`config.mk`:
```
export PLATFORM = sky130hd
export DESIGN_NAME = ttt_udiv
export DESIGN_NICKNAME = d
export VERILOG_FILES = /design/src/ttt_pkg.sv /design/src/ttt_udiv.sv
export SDC_FILE = /design/constraint.sdc
export NUM_CORES = 2
export LEC_CHECK = 0
export ABC_AREA = 1
export BUFFER_PORTS_ARGS = -buffer_cell sky130_fd_sc_hd__buf_2
export CAP_MARGIN = 20
export CORE_MARGIN = 2
export CORE_UTILIZATION = 55
export DETAILED_ROUTE_END_ITERATION = 8
export HOLD_SLACK_MARGIN = 0.05
export PLACE_DENSITY = 0.69
export SYNTH_ARGS = -nofsm -noshare
export SYNTH_HDL_FRONTEND = slang
export SYNTH_SLANG_ARGS = --single-unit
```
`constraint.sdc`:
```
create_clock -name clk -period 5.6 [get_ports clk]
set_clock_uncertainty 0.05 [all_clocks]
set_input_delay 0.84 -clock clk [delete_from_list [all_inputs] [get_ports clk]]
set_output_delay 0.84 -clock clk [all_outputs]
set_load 0.05 [all_outputs]
```
`src/ttt_pkg.sv`:
```
// Shared types, register indexes and fixed-point constants for the temperature converter.
package ttt_pkg;

	localparam int unsigned ADC_BITS_DEF = 10;

	localparam int unsigned IDX_W = 3;
	localparam int unsigned CFG_W = 20;
	localparam int unsigned OHMS_W = 20;
	localparam int unsigned REF_W = 9;
	localparam int unsigned BETA_W = 14;
	localparam int unsigned COUPLE_W = 14;
	localparam int unsigned TEMP_W = 16;

	typedef enum logic [IDX_W-1:0] {
		REG_SENSOR_SELECT     = 3'd0,
		REG_NOMINAL_OHMS      = 3'd1,
		REG_REFERENCE_CELSIUS = 3'd2,
		REG_BETA_KELVIN       = 3'd3,
		REG_DIVIDER_OHMS      = 3'd4
	} reg_idx_t;

	localparam logic              RST_SENSOR_SELECT     = 1'b1;
	localparam logic [OHMS_W-1:0] RST_NOMINAL_OHMS      = 20'd10000;
	localparam logic [REF_W-1:0]  RST_REFERENCE_CELSIUS = 9'd25;
	localparam logic [BETA_W-1:0] RST_BETA_KELVIN       = 14'd3575;
	localparam logic [OHMS_W-1:0] RST_DIVIDER_OHMS      = 20'd10000;

	// log2 works with 30 fraction bits; ln2 in the same scale.
	localparam int unsigned FRAC_BITS = 30;
	localparam logic [FRAC_BITS-1:0] LN2_Q30 = 30'd744261118;
	localparam int unsigned LOG_DROP = 4;

	// Reference temperature in centikelvin and the beta scale factors.
	localparam int unsigned T0C_W = 16;
	localparam int unsigned T0C_OFFSET = 27315;
	localparam int unsigned CENTI_PER_K = 100;
	localparam int unsigned T80_PER_K = 80;
	localparam int unsigned BK_W = 21;
	localparam int unsigned SCALE_BITS = 26;

	// Quotient in 1/80 K; anything at or above two to this power saturates high.
	localparam int unsigned T80_BITS = 18;
	// floor((t80 - 21852) / 5) is floor((t80 + 3) / 5) - 4371.
	localparam int unsigned T80_BIAS = 3;
	localparam int unsigned DIV5_BIAS = 4371;
	localparam int unsigned DIV5_RECIP_W = 22;
	localparam logic [DIV5_RECIP_W-1:0] DIV5_RECIP = 22'd3355444;
	localparam int unsigned DIV5_SHIFT = 24;

	localparam logic signed [TEMP_W-1:0] TEMP_MIN = -16'sd8192;
	localparam logic signed [TEMP_W-1:0] TEMP_MAX = 16'sd32767;

	typedef logic signed [TEMP_W-1:0] temp_t;

	// Result settled early in the pipeline; later stages pass it along untouched.
	typedef struct packed {
		logic  done;
		logic  ok;
		temp_t temp;
	} ttt_side_t;

endpackage

```
`src/ttt_udiv.sv`:
```
// Pipelined restoring divider, one quotient bit per stage.
module ttt_udiv #(
	parameter int unsigned VW = 11,
	parameter int unsigned QB = 30
) (
	input  logic               clk,
	input  logic               arst_n,
	input  logic               en,
	input  logic               in_valid,
	input  logic [VW-1:0]      rem0,
	input  logic [QB-1:0]      dvd,
	input  logic [VW-1:0]      dvs,
	input  ttt_pkg::ttt_side_t in_side,
	output logic               out_valid,
	output logic [QB-1:0]      quo,
	output ttt_pkg::ttt_side_t out_side
);
	import ttt_pkg::*;

	logic [VW-1:0] rem_s [QB];
	logic [QB-1:0] dvd_s [QB];
	logic [QB-1:0] quo_s [QB];
	logic [VW-1:0] dvs_s [QB];
	logic          v_s   [QB];
	ttt_side_t     side_s [QB];

	for (genvar k = 0; k < QB; k++) begin : g_bit
		logic [VW-1:0] rp;
		logic [QB-1:0] np;
		logic [QB-1:0] qp;
		logic [VW-1:0] dp;
		logic          vp;
		ttt_side_t     sp;
		logic [VW:0]   trial;
		logic [VW:0]   diff;
		logic          take;

		if (k == 0) begin : g_first
			assign rp = rem0;
			assign np = dvd;
			assign qp = '0;
			assign dp = dvs;
			assign vp = in_valid;
			assign sp = in_side;
		end else begin : g_next
			assign rp = rem_s[k-1];
			assign np = dvd_s[k-1];
			assign qp = quo_s[k-1];
			assign dp = dvs_s[k-1];
			assign vp = v_s[k-1];
			assign sp = side_s[k-1];
		end

		assign trial = {rp, np[QB-1]};
		assign take  = trial >= {1'b0, dp};
		assign diff  = trial - {1'b0, dp};

		always_ff @(posedge clk or negedge arst_n) begin
			if (!arst_n) begin
				v_s[k] <= 1'b0;
			end else if (en) begin
				v_s[k] <= vp;
			end
		end

		always_ff @(posedge clk) begin
			if (en) begin
				rem_s[k]  <= take ? diff[VW-1:0] : trial[VW-1:0];
				dvd_s[k]  <= {np[QB-2:0], 1'b0};
				quo_s[k]  <= {qp[QB-2:0], take};
				dvs_s[k]  <= dp;
				side_s[k] <= sp;
			end
		end
	end

	assign out_valid = v_s[QB-1];
	assign quo       = quo_s[QB-1];
	assign out_side  = side_s[QB-1];

endmodule

```
==> results.py <==
metrics = {
    "worst_setup_path": {
        "cp_data_required_time_ns": 4.71,
        "path_depth": 1,
        "reg2reg_to": "rem_s[0][168]",
        "slowest_stage": "edfxtp_1",
        "cp-startpoint": "side_s[1][239]",
        "crit_end": "out_side[5]",
        "critPathBufInv": 1,
        "cpPeakStageDelay_ns": 0.44,
        "rrSetupSlack_ns": 3.24,
        "r2r-start": "dvd_s[0][434]",
        "startpoint_type": "flop",
        "crit_family": "flip-flops",
        "cp_max_fo": 1,
        "arrival_ns": 1.60,
        "cp_cell_sequence": "buf_2",
        "r2r_cells": 10,
        "path_class": "flop to output port",
        "worstSetupEndpointType": "output port",
    },
    "global_routing": {
        "grtUsageTotal": 0.184,
        "antenna_found_initial": 0,
        "grt_pass1_vias": 48000,
        "globalRouteOverflowTotal": 0,
        "grt_max_degree": 127,
        "grt_pass1_wl_mm": 250,
    },
    "cts": {
        "cts_tree": "built",
        "numCtsBuffers": 205,
        "clock_path_buffers": 3,
        "insertion_delay_ns": 0.85,
        "cts_setup_buffers": 0,
        "cts.sinks": 2108,
        "path_clk_slew_ns": 0.06,
        "htreeDepth": 4,
        "cts_root_buf": "clkbuf_16",
    },
    "logic_synthesis": {
        "syn_area_per_cell_um2": 13.0,
        "mappedNetlistArea_um2": 91500,
        "synth_nets": 7451,
        "synth_top_area_cell": "edfxtp_1",
        "synthTopCellsByArea": "edfxtp_1, nand2_1, ha_1",
        "ys_ff_latch": 2108,
        "yosysSeqAreaShare": 0.690,
        "synth_top_area_share": 0.682,
        "netlist_instances": 7018,
        "ys_types": 36,
        "yosysWarnings": 0,
    },
    "floorplanning": {
        "std_cell_rows": 149,
        "pin_count": 123,
        "die_h_um": 412,
        "die_w_um": 412,
        "die_area_um2": 170000,
        "core_area_um2": 165000,
        "start_util": 0.554,
    },
    "place": {
        "dp_hpwl_mm": 108,
        "io_buffers": 122,
        "routabilityCongestion": 0.896,
        "dp.cells": 9302,
    },
    "sta": {
        "fin_setup_tns_ns": 0,
        "timing.final.hold_violations": 0,
        "timing.final.max_slew_violations": 0,
        "min_period_ns": 2.49,
        "tightest_slew_ns": 0.866,
        "fmax_ghz": 0.401,
        "maxSlewHeadroom": 0.423,
        "rsz0062_at_grt": "false",
        "period_share": 0.445,
        "finalSetupViolCount": 0,
    },
    "power_and_ir_drop": {
        "power.share.clock": 0.277,
        "total_power_mw": 50.1,
        "p_sw_mw": 16.6,
        "p_int_mw": 33.5,
        "p_sw_frac": 0.331,
        "irDropWorstVdd_mv": 0.370,
        "pwr-share-comb": 0.295,
        "power.density_nw_per_um2": 492,
        "p_seq_frac": 0.428,
        "leakagePower_nw": 41.8,
    },
    "cells_and_area": {
        "layout.cells.non_filler": 9722,
        "fin_nets": 7786,
        "drive_gt1_frac": 0.159,
        "areaGrowthSynthToFinish_pct": 11.3,
        "n_antenna_cell": 0,
        "n_fill_cell": 12600,
    },
    "routing": {
        "firstDrtPassIters": 5,
        "vias": 49600,
        "routedWlPerCell_um": 15.8,
        "vias_per_cell": 5.10,
        "drt_wl_total_mm": 154,
        "drc": 0,
        "drt-initial-drc-count": 4202,
        "ant_nets": 0,
    },
    "outcome": {
        "status": "finished clean",
    },
    "hold_path": {
        "hold_class": "input pin to flop",
    },
    "flow_run": {
        "maxCapViolCount": 0,
    },
}
power groups by stage:
| stage | registers, mW | clock network (mW) | logic [mW] |
|---|---|---|---|
| finish | 21.5 | 13.9 | 14.8 |
| global route | 21.7 | 14.9 | 16.8 |
| CTS | 21.5 | 14.3 | 14.8 |
| detailed placement | 21.8 | 0 | 14.7 |
| global placement | 21.8 | 0 | 14.4 |
| floorplan | 21.2 | 0 | 12.2 |
state kept, by name, indices dropped and copies added (netlist names):
register   flops
dvd_s        435
dvs_s        319
g_bit.vp      29
out_valid      1
quo_s        465
rem_s        319
side_s       540
area by class of cell:
| cell class | count | area [um^2] | share of cell area |
|---|---|---|---|
| Clock inverter | 142 | 1640 | 0.0161 |
| Clock buffer | 245 | 5310 | 0.0521 |
| Sequential cell | 2108 | 63200 | 0.620 |
| Timing Repair Buffer | 192 | 1420 | 0.0139 |
| Tap cell | 2189 | 2740 | 0.0269 |
| Multi-Input combinational cell | 3745 | 23500 | 0.231 |
| Inverter | 1101 | 4130 | 0.0406 |
worst reg2reg max path, delay by kind of cell (launching register included):
kind	cells	cell delay, ns
AO/OA/AOI/OAI	1	0.08
buffers and inverters	2	0.19
adder cells (fa/ha/maj)	2	0.41
flip-flops	1	0.46
AND/OR/NAND/NOR	5	0.88
what timing repair did:
| action | CTS | global route |
|---|---|---|
| hold buffers | 33 | 0 |
| gates resized for setup | 0 | 0 |
| endpoints found under the hold margin | 62 | 0 |
cells in the final DEF, fill, tap and decap left out, types with 13 or more instances in the layout:
cell | synthesis | layout
nand2_2 | 166 | 166
buf_2 | 25 | 121
a21oi_1 | 105 | 105
o21ai_2 | 80 | 80
nand3b_1 | 116 | 116
nand4_4 | 29 | 29
dlygate4sd3_1 | 0 | 33
clkinv_1 | 0 | 44
clkinvlp_4 | 0 | 13
clkbuf_1 | 10 | 38
ha_1 | 330 | 330
a21oi_4 | 16 | 16
nand2_1 | 1585 | 1585
inv_2 | 50 | 50
xor2_1 | 58 | 58
bufinv_16 | 0 | 26
nor2_1 | 221 | 221
nor2_4 | 59 | 59
clkinv_2 | 0 | 28
and2_1 | 28 | 28
clkbuf_16 | 0 | 206
buf_12 | 29 | 16
o21ai_0 | 74 | 74
nand3_4 | 29 | 29
fa_1 | 29 | 29
dfrtp_1 | 30 | 30
a21oi_2 | 13 | 13
nand4_1 | 262 | 262
buf_4 | 0 | 22
or2_2 | 18 | 18
nand3_1 | 205 | 205
nor2_2 | 57 | 57
nand3_2 | 203 | 203
edfxtp_1 | 2078 | 2078
clkinv_4 | 0 | 13
inv_1 | 1051 | 1051
xnor2_1 | 29 | 29
per-layer routing:
layer | global-route usage | part of all wire | vias up
met5 | 0 | 0 | -
met2 | 0.289 | 0.46 | 978
li1 | - | - | 24800
met4 | 0.0522 | 0.021 | 0
met1 | 0.270 | 0.47 | 23600
met3 | 0.0283 | 0.044 | 239
metrics by stage:
| stage | setup WS, ns | utilization | hold slack (ns) | area [um^2] |
|---|---|---|---|---|
| global route | 3.03 | 0.617 | 0.0755 | 102000 |
| global placement | 2.80 | 0.573 | 0.350 | 94600 |
| floorplan | 3.16 | - | 0.350 | 91500 |
| detailed placement | 2.76 | 0.573 | 0.355 | 94600 |
| CTS | 3.03 | 0.617 | 0.0501 | 102000 |
| finish | 3.11 | 0.617 | 0.130 | 102000 |
synthesized netlist by cell type, drive strengths merged:
master	n
nor2	337
or2	30
clkbuf	10
dfrtp	30
a21oi	134
nand2	1760
nand3b	116
o21ai	161
fa	29
nand4	291
ha	330
inv	1101
xnor2	29
xor2	58
and3	1
edfxtp	2078
and2	29
a21o	1
nand3	437
buf	54
mux2	2
worst min-delay path by stage:
stage / cells after the start / slack, ns / to / from
3_5_place_dp: 0 / 0.35 / dvd_s[0][124] / dvd_s[0][94]
4_1_cts: 1 / 0.05 / dvd_s[0][14] / dvd[14]
6_report: 1 / 0.13 / dvd_s[0][28] / dvd[28]
2_1_floorplan: 0 / 0.35 / dvd_s[0][100] / dvd_s[0][70]
5_1_grt: 1 / 0.08 / dvd_s[0][14] / dvd[14]
3_3_place_gp: 0 / 0.35 / side_s[0][148] / side_s[0][130]
cells by family after synthesis:
logic type,Yosys count,share of synthesized area
AO/OA/AOI/OAI,296,0.0220
adder cells (fa/ha/maj),359,0.0514
flip-flops,2108,0.690
multiplexers,2,0.000246
AND/OR/NAND/NOR,3001,0.175
XOR/XNOR,87,0.00832
buffers and inverters,1165,0.0533
Note: power is estimated with default switching activity, not from simulation.
